`config.mk`:
```
export PLATFORM = sky130hd
export DESIGN_NAME = longest_prefix_route_lookup
export DESIGN_NICKNAME = d
export VERILOG_FILES = /design/src/sv/lprl_pkg.sv /design/src/sv/longest_prefix_route_lookup.sv /design/src/sv/lprl_front.sv /design/src/sv/lprl_queue.sv /design/src/sv/lprl_back.sv
export SDC_FILE = /design/constraint.sdc
export NUM_CORES = 2
export LEC_CHECK = 0
export ABC_AREA = 1
export BUFFER_PORTS_ARGS = -buffer_cell sky130_fd_sc_hd__buf_2
export CAP_MARGIN = 40
export CORE_MARGIN = 8
export CORE_UTILIZATION = 48
export DETAILED_ROUTE_END_ITERATION = 10
export PLACE_DENSITY = 0.62
export SKIP_LAST_GASP = 1
export SYNTH_ARGS = -nofsm -noshare
export SYNTH_HDL_FRONTEND = slang
export SYNTH_SLANG_ARGS = --single-unit
```
`constraint.sdc`:
```
create_clock -name clk -period 9.95 [get_ports clk]
set_clock_uncertainty 0.1 [all_clocks]
set_input_delay 1.99 -clock clk [delete_from_list [all_inputs] [get_ports clk]]
set_output_delay 1.99 -clock clk [all_outputs]
set_load 0.1 [all_outputs]
```
`src/sv/lprl_pkg.sv`:
```
// Shared types and constants for the longest prefix route lookup block.
`timescale 1ns / 1ps
`default_nettype none
package lprl_pkg;

  localparam int IDX_FIELD_W  = 4;
  localparam int PORT_FIELD_W = 4;
  localparam int ADDR_W       = 32;
  localparam int IN_TDATA_W   = 144;
  localparam int OUT_TDATA_W  = 72;

  // Request kinds carried on the input tuser bit.
  localparam logic REQ_WRITE  = 1'b0;
  localparam logic REQ_LOOKUP = 1'b1;

  // One classified request as it travels from the front end to the back end.
  typedef struct packed {
    logic                    is_lookup;
    logic                    write_ok;
    logic [IDX_FIELD_W-1:0]  idx;
    logic                    live;
    logic [ADDR_W-1:0]       prefix;
    logic [ADDR_W-1:0]       mask;
    logic [PORT_FIELD_W-1:0] port;
    logic [ADDR_W-1:0]       gateway;
    logic [ADDR_W-1:0]       addr;
  } cmd_t;

  // Payload of one route table slot.
  typedef struct packed {
    logic [ADDR_W-1:0]       prefix;
    logic [ADDR_W-1:0]       mask;
    logic [PORT_FIELD_W-1:0] port;
    logic [ADDR_W-1:0]       gateway;
  } ent_t;

  // One result word.
  typedef struct packed {
    logic                    found;
    logic [IDX_FIELD_W-1:0]  idx;
    logic [PORT_FIELD_W-1:0] port;
    logic [ADDR_W-1:0]       gateway;
    logic [ADDR_W-1:0]       mask;
  } res_t;

  typedef enum logic [1:0] {
    BK_IDLE,
    BK_SCAN,
    BK_WAIT,
    BK_FIN
  } bk_state_t;

endpackage
`default_nettype wire

```
`src/sv/longest_prefix_route_lookup.sv`:
```
// Top level of the longest prefix route lookup block.
//
// The block holds a table of IPv4 routes and answers lookups against it.
// Input words arrive on the in_ stream. in_tuser selects the request: a write
// loads or clears one table slot, a lookup searches for the live route whose
// masked prefix equals the masked address and whose mask is the largest,
// the lowest slot winning a tie. Every input word yields exactly one output
// word on the out_ stream; a write answers with an all-zero word.
// A front end registers and range-checks each word and hands it through a
// two-word queue to a back end, so new words are taken while the back end
// is busy or the output is stalled. A write needs no scan. A lookup reads
// the route memory one slot per cycle through its single read port, so
// it occupies the back end until every slot has been read and compared.
// Reset clears the live bit of every slot, so the table starts empty; route
// payloads are not cleared and need no clearing pass. When the receiver holds
// out_tready low, the result word stays in the output register, the back end
// waits, and the queue fills until in_tready drops.
`timescale 1ns / 1ps
`default_nettype none
module longest_prefix_route_lookup #(
  parameter int TABLE_ENTRIES = 16,
  parameter int PORT_COUNT    = 16
) (
  input  wire                                clk,
  input  wire                                rst_n,
  input  wire                                in_tvalid,
  output logic                               in_tready,
  // Fields from bit 0: entry_index[3:0], entry_valid[4], entry_prefix[36:5],
  // entry_mask[68:37], entry_port[72:69], entry_gateway[104:73],
  // lookup_address[136:105], zero fill up to bit 143.
  input  wire  [lprl_pkg::IN_TDATA_W-1:0]    in_tdata,
  // req_type: 0 writes a slot, 1 looks up an address.
  input  wire                                in_tuser,
  output logic                               out_tvalid,
  input  wire                                out_tready,
  // Fields from bit 0: match_index[3:0], match_port[7:4],
  // match_gateway[39:8], match_mask[71:40].
  output logic [lprl_pkg::OUT_TDATA_W-1:0]   out_tdata,
  // match_found.
  output logic                               out_tuser
);

  lprl_pkg::cmd_t front_cmd;
  logic           front_valid;
  logic           front_ready;
  lprl_pkg::cmd_t back_cmd;
  logic           back_valid;
  logic           back_ready;
  lprl_pkg::res_t res;

  lprl_front #(
    .TABLE_ENTRIES (TABLE_ENTRIES),
    .PORT_COUNT    (PORT_COUNT)
  ) u_front (
    .clk       (clk),
    .rst_n     (rst_n),
    .in_tvalid (in_tvalid),
    .in_tready (in_tready),
    .in_tdata  (in_tdata),
    .in_tuser  (in_tuser),
    .cmd_valid (front_valid),
    .cmd_ready (front_ready),
    .cmd       (front_cmd)
  );

  lprl_queue u_queue (
    .clk        (clk),
    .rst_n      (rst_n),
    .push_valid (front_valid),
    .push_ready (front_ready),
    .push_cmd   (front_cmd),
    .pop_valid  (back_valid),
    .pop_ready  (back_ready),
    .pop_cmd    (back_cmd)
  );

  lprl_back #(
    .TABLE_ENTRIES (TABLE_ENTRIES)
  ) u_back (
    .clk       (clk),
    .rst_n     (rst_n),
    .cmd_valid (back_valid),
    .cmd_ready (back_ready),
    .cmd       (back_cmd),
    .res_valid (out_tvalid),
    .res_ready (out_tready),
    .res       (res)
  );

  // Pack the result word, first field in the lowest bits.
  assign out_tdata = {res.mask, res.gateway, res.port, res.idx};
  assign out_tuser = res.found;

endmodule
`default_nettype wire

```
`src/sv/lprl_front.sv`:
```
// Front end: takes input words, unpacks and range-checks them into commands.
`timescale 1ns / 1ps
`default_nettype none
module lprl_front #(
  parameter int TABLE_ENTRIES = 16,
  parameter int PORT_COUNT    = 16
) (
  input  wire                              clk,
  input  wire                              rst_n,
  input  wire                              in_tvalid,
  output logic                             in_tready,
  input  wire  [lprl_pkg::IN_TDATA_W-1:0]  in_tdata,
  input  wire                              in_tuser,
  output logic                             cmd_valid,
  input  wire                              cmd_ready,
  output lprl_pkg::cmd_t                   cmd
);

  logic           slot_valid_r;
  logic           slot_valid_nxt;
  lprl_pkg::cmd_t slot_r;
  lprl_pkg::cmd_t slot_nxt;
  logic           accept;

  assign in_tready = !slot_valid_r || cmd_ready;
  assign accept    = in_tvalid && in_tready;
  assign cmd_valid = slot_valid_r;
  assign cmd       = slot_r;

  always_comb begin
    slot_nxt.is_lookup = (in_tuser == lprl_pkg::REQ_LOOKUP);
    slot_nxt.idx       = in_tdata[3:0];
    slot_nxt.live      = in_tdata[4];
    slot_nxt.prefix    = in_tdata[36:5];
    slot_nxt.mask      = in_tdata[68:37];
    slot_nxt.port      = in_tdata[72:69];
    slot_nxt.gateway   = in_tdata[104:73];
    slot_nxt.addr      = in_tdata[136:105];
    // A write to a slot or port beyond the configured sizes is dropped.
    slot_nxt.write_ok  = ({28'd0, in_tdata[3:0]} < 32'(TABLE_ENTRIES)) &&
                         ({28'd0, in_tdata[72:69]} < 32'(PORT_COUNT));
    if (accept) begin
      slot_valid_nxt = 1'b1;
    end else if (cmd_ready) begin
      slot_valid_nxt = 1'b0;
    end else begin
      slot_valid_nxt = slot_valid_r;
    end
  end

  always_ff @(posedge clk) begin
    if (!rst_n) begin
      slot_valid_r <= 1'b0;
    end else begin
      slot_valid_r <= slot_valid_nxt;
    end
  end

  always_ff @(posedge clk) begin
    if (accept) begin
      slot_r <= slot_nxt;
    end
  end

endmodule
`default_nettype wire

```
`src/sv/lprl_queue.sv`:
```
// Two-entry command queue between the front end and the back end.
`timescale 1ns / 1ps
`default_nettype none
module lprl_queue (
  input  wire             clk,
  input  wire             rst_n,
  input  wire             push_valid,
  output logic            push_ready,
  input  lprl_pkg::cmd_t  push_cmd,
  output logic            pop_valid,
  input  wire             pop_ready,
  output lprl_pkg::cmd_t  pop_cmd
);

  lprl_pkg::cmd_t q_r [2];
  logic           wr_ptr_r;
  logic           wr_ptr_nxt;
  logic           rd_ptr_r;
  logic           rd_ptr_nxt;
  logic [1:0]     count_r;
  logic [1:0]     count_nxt;
  logic           do_push;
  logic           do_pop;

  assign push_ready = (count_r != 2'd2);
  assign pop_valid  = (count_r != 2'd0);
  assign pop_cmd    = q_r[rd_ptr_r];
  assign do_push    = push_valid && push_ready;
  assign do_pop     = pop_valid && pop_ready;

  always_comb begin
    wr_ptr_nxt = wr_ptr_r ^ do_push;
    rd_ptr_nxt = rd_ptr_r ^ do_pop;
    count_nxt  = count_r + {1'b0, do_push} - {1'b0, do_pop};
  end

  always_ff @(posedge clk) begin
    if (!rst_n) begin
      wr_ptr_r <= 1'b0;
      rd_ptr_r <= 1'b0;
      count_r  <= 2'd0;
    end else begin
      wr_ptr_r <= wr_ptr_nxt;
      rd_ptr_r <= rd_ptr_nxt;
      count_r  <= count_nxt;
    end
  end

  always_ff @(posedge clk) begin
    if (do_push) begin
      q_r[wr_ptr_r] <= push_cmd;
    end
  end

endmodule
`default_nettype wire

```
`src/sv/lprl_back.sv`:
```
// Back end: route table storage, sequential longest-prefix search and result register.
`timescale 1ns / 1ps
`default_nettype none
module lprl_back #(
  parameter int TABLE_ENTRIES = 16
) (
  input  wire             clk,
  input  wire             rst_n,
  input  wire             cmd_valid,
  output logic            cmd_ready,
  input  lprl_pkg::cmd_t  cmd,
  output logic            res_valid,
  input  wire             res_ready,
  output lprl_pkg::res_t  res
);

  localparam int IDX_W = (TABLE_ENTRIES > 1) ? $clog2(TABLE_ENTRIES) : 1;
  localparam int EXT_W = IDX_W + lprl_pkg::IDX_FIELD_W;
  localparam logic [IDX_W-1:0] CNT_LAST = IDX_W'(TABLE_ENTRIES - 1);

  lprl_pkg::ent_t      mem [TABLE_ENTRIES];
  logic                live_r [TABLE_ENTRIES];

  lprl_pkg::bk_state_t state_r, state_nxt;
  logic [IDX_W-1:0]    cnt_r, cnt_nxt;
  logic [31:0]         addr_r, addr_nxt;

  logic                rd_en;
  logic                rd_v_r;
  logic                rd_live_r;
  logic [IDX_W-1:0]    rd_idx_r;
  lprl_pkg::ent_t      rd_ent_r;

  logic                best_found_r, best_found_nxt;
  logic [IDX_W-1:0]    best_idx_r, best_idx_nxt;
  lprl_pkg::ent_t      best_ent_r, best_ent_nxt;

  logic                out_valid_r, out_valid_nxt;
  lprl_pkg::res_t      out_r, out_nxt;

  logic                out_free;
  logic                mem_we;
  logic                clear_best;
  logic                hit;
  logic [EXT_W-1:0]    wr_ext;
  logic [EXT_W-1:0]    best_ext;
  lprl_pkg::ent_t      wr_ent;

  assign out_free  = !out_valid_r || res_ready;
  assign res_valid = out_valid_r;
  assign res       = out_r;
  assign wr_ext    = EXT_W'(cmd.idx);
  assign best_ext  = EXT_W'(best_idx_r);

  always_comb begin
    wr_ent.prefix  = cmd.prefix;
    wr_ent.mask    = cmd.mask;
    wr_ent.port    = cmd.port;
    wr_ent.gateway = cmd.gateway;
  end

  // Sequencer for table writes and the slot-by-slot search.
  always_comb begin
    state_nxt     = state_r;
    cmd_ready     = 1'b0;
    mem_we        = 1'b0;
    rd_en         = 1'b0;
    clear_best    = 1'b0;
    cnt_nxt       = cnt_r;
    addr_nxt      = addr_r;
    out_valid_nxt = out_valid_r && !res_ready;
    out_nxt       = out_r;
    case (state_r)
      lprl_pkg::BK_IDLE: begin
        if (cmd_valid) begin
          if (cmd.is_lookup) begin
            cmd_ready  = 1'b1;
            addr_nxt   = cmd.addr;
            cnt_nxt    = '0;
            clear_best = 1'b1;
            state_nxt  = lprl_pkg::BK_SCAN;
          end else if (out_free) begin
            cmd_ready     = 1'b1;
            mem_we        = cmd.write_ok;
            out_valid_nxt = 1'b1;
            out_nxt       = '0;
          end
        end
      end
      lprl_pkg::BK_SCAN: begin
        rd_en   = 1'b1;
        cnt_nxt = cnt_r + IDX_W'(1);
        if (cnt_r == CNT_LAST) begin
          state_nxt = lprl_pkg::BK_WAIT;
        end
      end
      lprl_pkg::BK_WAIT: begin
        state_nxt = lprl_pkg::BK_FIN;
      end
      lprl_pkg::BK_FIN: begin
        if (out_free) begin
          out_valid_nxt   = 1'b1;
          out_nxt.found   = best_found_r;
          out_nxt.idx     = best_ext[lprl_pkg::IDX_FIELD_W-1:0];
          out_nxt.port    = best_ent_r.port;
          out_nxt.gateway = best_ent_r.gateway;
          out_nxt.mask    = best_ent_r.mask;
          state_nxt       = lprl_pkg::BK_IDLE;
        end
      end
      default: begin
        state_nxt = lprl_pkg::BK_IDLE;
      end
    endcase
  end

  // Compare the slot read last cycle against the running best.
  // A larger mask value wins; on a tie the earlier slot stays.
  always_comb begin
    hit = rd_v_r && rd_live_r &&
          ((rd_ent_r.prefix & rd_ent_r.mask) == (addr_r & rd_ent_r.mask)) &&
          (!best_found_r || (rd_ent_r.mask > best_ent_r.mask));
    best_found_nxt = best_found_r;
    best_idx_nxt   = best_idx_r;
    best_ent_nxt   = best_ent_r;
    if (clear_best) begin
      best_found_nxt = 1'b0;
      best_idx_nxt   = '0;
      best_ent_nxt   = '0;
    end else if (hit) begin
      best_found_nxt = 1'b1;
      best_idx_nxt   = rd_idx_r;
      best_ent_nxt   = rd_ent_r;
    end
  end

  always_ff @(posedge clk) begin
    if (!rst_n) begin
      state_r      <= lprl_pkg::BK_IDLE;
      out_valid_r  <= 1'b0;
      rd_v_r       <= 1'b0;
      best_found_r <= 1'b0;
    end else begin
      state_r      <= state_nxt;
      out_valid_r  <= out_valid_nxt;
      rd_v_r       <= rd_en;
      best_found_r <= best_found_nxt;
    end
  end

  always_ff @(posedge clk) begin
    cnt_r      <= cnt_nxt;
    addr_r     <= addr_nxt;
    out_r      <= out_nxt;
    best_idx_r <= best_idx_nxt;
    best_ent_r <= best_ent_nxt;
  end

  // Live bits, cleared at reset.
  always_ff @(posedge clk) begin
    if (!rst_n) begin
      for (int i = 0; i < TABLE_ENTRIES; i++) begin
        live_r[i] <= 1'b0;
      end
    end else if (mem_we) begin
      live_r[wr_ext[IDX_W-1:0]] <= cmd.live;
    end
  end

  // Route payload memory: one write port, one registered read port.
  always_ff @(posedge clk) begin
    if (mem_we) begin
      mem[wr_ext[IDX_W-1:0]] <= wr_ent;
    end
  end

  always_ff @(posedge clk) begin
    if (rd_en) begin
      rd_ent_r  <= mem[cnt_r];
      rd_live_r <= live_r[cnt_r];
      rd_idx_r  <= cnt_r;
    end
  end

endmodule
`default_nettype wire
```
### Word-level counts from Yosys, hierarchy flattened

Memories as Yosys holds them, arrays and structs flattened. A register that Yosys moved wholly into a read port is not among the register bits.
Cells that the tools add are included.

* add/sub/neg operators: 3
* reductions and logical operators: 25
* mux-type cells: 42
* bitwise logic cells: 5
* magnitude comparators: 1
* eq/ne operators: 12

Operators with widths (number)
* 2-to-1 mux 73 bit: 4
* case mux 73 bit (2 select lines): 1
* bitwise AND 32 bit: 2
* equality test 32 bit: 1
* > comparator 32 bit: 1
* 2-to-1 mux 1 bit: 27
* 2-to-1 mux 4 bit: 3
* 2-to-1 mux 2 bit: 4
* != test 2 bit (second input constant): 4
* case mux 2 bit (4 select lines): 1
* case mux 4 bit (2 select lines): 1
* nonzero test 2 bit: 4
* logical AND 1 bit: 7
* != test 2 x 1 -> 1 bit (second input constant): 3
* AND reduction 3 bit: 2
* AND reduction 5 bit: 1
* adder 4 x 1 -> 4 bit (second input constant): 1
* equality test 2 bit (second input constant): 2
* equality test 4 bit (second input constant): 1
* zero test 1 bit: 4
* AND reduction 4 bit: 1
* logical OR 1 bit: 3
* adder 2 x 1 -> 2 bit: 1
* equality test 2 x 1 -> 1 bit (second input constant): 1
* 7 further kinds: 8

* memories: 3
* output and inout port bits: 75
* register bits after elaboration: 333
* input bits: 149
* logic and storage cells: 119
* RAM bits: 1892

Memories
* u_back.mem: depth 16, width 100, rd ports 1, clocked after Yosys merged registers in 1, wr ports 1, line lprl_back.sv:21 `lprl_pkg::ent_t mem [TABLE_ENTRIES];`
* u_queue.q_r: depth 2, width 138, rd ports 1, clocked after Yosys merged registers in 1, wr ports 1, line lprl_queue.sv:15 `lprl_pkg::cmd_t q_r [2];`
* u_back.live_r: depth 16, width 1, rd ports 1, clocked after Yosys merged registers in 1, wr ports 16, line lprl_back.sv:22 `logic live_r [TABLE_ENTRIES];`

### Logic depth before layout (Yosys ltp)

* depth after elaboration: 11
* depth in mapped cells: 19
* depth with buffers taken out: 18

### Modules after synthesis

A second synthesis with hierarchy kept.

* cell total of the unflattened synthesis: 6017
* area, all modules: 88905.3 um^2

By module, submodules not included
* lprl_back: area each 74395.1 um^2, seq. area each 56334.0 um^2, times used 1, cells each 5402
* lprl_queue: area each 10303.6 um^2, seq. area each 8448.1 um^2, times used 1, cells each 468
* lprl_front: area each 4206.5 um^2, seq. area each 4164.0 um^2, times used 1, cells each 147

### Least setup slack after synthesis

No wires, ideal clock.

* path type: in2reg
* start: input port out_tready
* end: register u_back.out_r (netlist bit u_back.res[0]) (enable)
* library setup time: 684 ps
* stages on the path: 4
* buffers on the path: 0
* data required time: 9166 ps
* setup slack: 19 ps
* data arrival time: 9147 ps
* cells stage by stage: inv_1 -> nand2_1 -> nor2_1 -> nor4_1

* cells in the longest elaborated chain, start to end: 3
* elaborated cells on any way between the ends: 4
* those cells by class: 2 x eq/ne; 2 x reduce/logical

Ends and longest elaborated chain
* from (decl): line longest_prefix_route_lookup.sv:35 `input wire out_tready,`
* logical OR 1 bit (*): line lprl_back.sv:49 `assign out_free = !out_valid_r || res_ready;`
* != test 2 x 1 -> 1 bit (no line)
* AND reduction 5 bit (no line) (*)
* to (signal assigned): line lprl_back.sv:154 `out_r <= out_nxt;`
* to (decl): line lprl_back.sv:39 `lprl_pkg::res_t out_r, out_nxt;`

Mark *: on every way between the ends. The rest lies on a longest branch, timed or not.
A chain may end at the register's enable or synchronous reset.

### Worst setup path in the final report

* start: input port out_tready
* end: memory u_back.mem[10][63] in the netlist's numbering (enable)

* cells in the longest elaborated chain, start to end: 7

Ends and longest elaborated chain
* logical OR 1 bit: line lprl_back.sv:49
* 2-to-1 mux 1 bit: line lprl_back.sv:82 `end else if (out_free) begin`
* 2-to-1 mux 1 bit: line lprl_back.sv:76 `if (cmd.is_lookup) begin`
* 2-to-1 mux 1 bit: line lprl_back.sv:75 `if (cmd_valid) begin`
* 2-to-1 mux 1 bit: line lprl_back.sv:73 `case (state_r)`
* 2-to-1 mux 1 bit: line lprl_back.sv:172 `if (mem_we) begin`
* 2-to-1 mux 1 bit (not written as such): line lprl_back.sv:173 `mem[wr_ext[IDX_W-1:0]] <= wr_ent;`
* to (decl): line lprl_back.sv:21

Every way passes these cells.

==> reports/summary.txt <==
Area share of the leading cell type in the synthesized netlist: 75.4%
Sort of element at the end of the critical path: register
Fraction of power consumed by the clock network: 29.4%
Final net count: 6912
Status: finished, final reports clean
Worst rel slew slack: 24.4%
Worst hold margin: 0.335 ns
Cell area reported after detailed placement: 0.0924 mm2
Number of CTS-inserted buffers: 227
Syn Inst Count: 6598
Detailed Route Iter0 Violations: 5946
Number of buffers on the longest clock path: 3
Seq cells post-synth: 2327
I/O pin count: 224
Most frequent cells after synthesis: sky130_fd_sc_hd__edfxtp_1 (2228), sky130_fd_sc_hd__nor2_1 (1095), sky130_fd_sc_hd__o21ai_0 (936)
Setup violation total in the final timing report: 0
Die extent in y: 446 um
Met2 routed wirelength: 108000 um
Clock insertion delay at the later pin of the skew report: 0.85 ns
Number of detailed-routing iterations run before antenna repair: 7
Share of synthesized area occupied by flip-flops and latches: 77.6%
Switching part of the total: 33.9%
Part of the power in combinational logic: 25.2%
Core area: 0.185 mm2
Setup repair after global routing missed its margin: false
Fraction of final layout cells sized beyond drive strength 1: 10.2%
Crit path max fanout: 68
Buf/Inv on CP: 5
Worst path slowest cell: sky130_fd_sc_hd__buf_4
Maximum single-stage delay on the critical path: 0.71 ns
Number of fill cells: 15.2k
Wire length of the first global-routing pass: 329000 um
TritonCTS clock tree: built
Max capacitance violation total: 0
Post-route minimum period: 4.89 ns
Antenna violation net count after detailed routing: 0
Post-route design area: 0.0997 mm2
Slew of the pin with the lowest slew margin: 1.13 ns
Met3 Routed Length: 17100 um
Net count after synthesis: 6788
# rows: 158
Synth Warn #: 0
Maximum number of pins on one net before global-route repair: 207
Aggregate global routing overflow: 0
Highest routed metal layer: met4
Library cell with the largest summed area after synthesis: sky130_fd_sc_hd__edfxtp_1
Internal power summed over all cells: 18.8 mW
Hold Fails Final Rpt: 0
Crit path required time: 10.32 ns
Post-cts resize count: 0
Starting density of the core: 48.1%
Dominant delay contributor by cell family on the critical path: buffers and inverters
CTS Root Buffer Type: sky130_fd_sc_hd__clkbuf_16
Vias post-DR: 53.4k
Clock tree sinks: 2327
Max frequency: 205 MHz
Final weighted congestion of routability-driven global placement: 0.813
H-tree Lvls: 4
Half-perimeter wire length of the detailed placement result: 116000 um
Number of enable flip-flop cells after synthesis: 2228
Aggregate negative setup slack: 0 ns
Buffers on Ports: 216
DRT met1 WL: 93300 um
Dominant cells by area after synthesis: sky130_fd_sc_hd__edfxtp_1 (75%), sky130_fd_sc_hd__o21ai_0 (5.3%), sky130_fd_sc_hd__nor2_1 (4.6%)
Post-detailed-route wirelength per cell: 23.9 um
Predominant post-synthesis flop cell: sky130_fd_sc_hd__edfxtp_1
Data arrival, critical path: 5.26 ns
Via count of the first global-routing pass: 51.0k
Netlist area before placement: 0.0887 mm2
Postcts setup bufs: 0
Gr usage total: 21.9%
Standby leakage power: 34.1 nW
Via density per instance: 5.68
Fraction of registers with async set/reset: 0%
Largest vdd supply drop: 0.000346 V
Number of hold buffers added after cts: 0
Synth cell types: 41
Die width: 446 um
Net switching power: 9.65 mW
Most common cell in the netlist: sky130_fd_sc_hd__edfxtp_1
Class of the tightest hold or removal check: register to register
Share of power burned in registers: 45.4%
DRC violation count after routing: 0
Overall die area: 0.199 mm2
Crit path launch type: input port
Area growth from synthesis to layout: 12.4%
Final critical-path share of the clock period: 49.1%
Number of antenna violations at the first check in global routing: 7
Avg Synthesized Cell Area: 13.5 um2
Max-slew violation count: 0
Clock transition time at the flip-flop clock pins of the worst setup and hold paths: 0.06 ns
Critical-path cell list: buf_2, inv_1, nand2_1, nand3_1, nor2_2, inv_1, nor3_2, nand2_1, inv_8, buf_4
Category of the most critical setup path: input port to register
Power density relative to cell area: 286 mW/mm2
Final wirelength: 225000 um
## registers in the layout, indices dropped and copies added, names as in the netlist, 4 cells and up, named ones only
name	flops
u_back.cnt_r	4
u_back.addr_r	32
u_back.rd_ent_r	100
u_back.best_idx_r	4
u_back.mem	1600
u_back.live_r	16
u_back.best_ent_r	68
u_back.res	73
u_queue.q_r	276
u_front.cmd	138
u_back.rd_idx_r	4
## layout make-up
cell class / instances / area (um2) / area share, %
sequential: 2327 / 68900 / 69.1
inverter: 237 / 1020 / 1.02
clock inverter: 119 / 1170 / 1.18
timing repair buffer: 310 / 2210 / 2.22
multi-input combinational: 3619 / 17200 / 17.3
clock buffer: 299 / 6090 / 6.11
antenna: 2 / 5.00 / 0.00502
tap: 2480 / 3100 / 3.11
## cells in the final DEF, fill, tap and decap left out, drive strengths merged
cell type / n
buf: 310
diode: 2
bufinv: 18
xor2: 2
clkbuf: 299
a22oi: 18
a211oi: 2
clkinvlp: 2
edfxtp: 2228
clkinv: 91
a21boi: 1
nor4: 1
nor3: 7
nand3b: 1
o22ai: 491
and3: 1
inv: 245
a2111oi: 1
a21oi: 147
a21o: 6
nor2: 1097
o21a: 4
dfxtp: 99
nand4: 4
nand2: 669
ha: 41
nand3: 96
or2: 4
o21ai: 1025
xnor2: 1
## worst paths after layout
path / from / to / slack, ns / depth (start not counted)
worst min-delay path: u_front.cmd[53]$_DFFE_PP_ / u_queue.q_r[0][53]$_DFFE_PP_ / 0.34 / 0
worst min register to register: u_front.cmd[53]$_DFFE_PP_ / u_queue.q_r[0][53]$_DFFE_PP_ / 0.34 / 0
worst max register to register: register / u_back.mem[12][87]$_DFFE_PP_ / 5.12 / 11
worst max-delay path: out_tready / u_back.mem[10][63]$_DFFE_PP_ / 5.06 / 10
## power by group through the flow
stage / Sequential, mW / Combinational (mW) / Clock (mW)
5_1_grt: 13.0 / 7.78 / 8.89
3_3_place_gp: 13.1 / 6.98 / 0
4_1_cts: 12.9 / 7.18 / 8.51
6_report: 12.9 / 7.17 / 8.39
3_5_place_dp: 13.1 / 7.16 / 0
2_1_floorplan: 14.1 / 3.79 / 0
## cell families after synthesis
group / count (synthesis) / synth area share [%]
XOR/XNOR: 3 / 0.0296
buffers and inverters: 652 / 3.06
AND/OR/NAND/NOR: 1880 / 8.15
AO/OA/AOI/OAI: 1695 / 10.6
adder cells (fa/ha/maj): 41 / 0.578
flip-flops: 2327 / 77.6
## stage by stage
| step | utilization [%] | cells | power (mW) | setup WS (ns) |
|---|---|---|---|---|
| finish | 54.0 | 9393 | 28.5 | 5.06 |
| global route | 54.0 | 9391 | 29.7 | 4.91 |
| CTS | 54.0 | 9389 | 28.6 | 5.09 |
| detailed placement | 50.1 | 8971 | 20.3 | 4.19 |
| global placement | 49.8 | 8952 | 20.1 | 4.10 |
| floorplan | - | 6598 | 17.8 | 0.0192 |
## routing by layer
layer / global-route usage, % / vias to the layer above
li1: - / 24339
met3: 3.26 / 370
met1: 30.3 / 26510
met2: 36.4 / 2143
met5: 0 / -
met4: 6.40 / 0
Note: power is estimated with default switching activity, not from simulation.
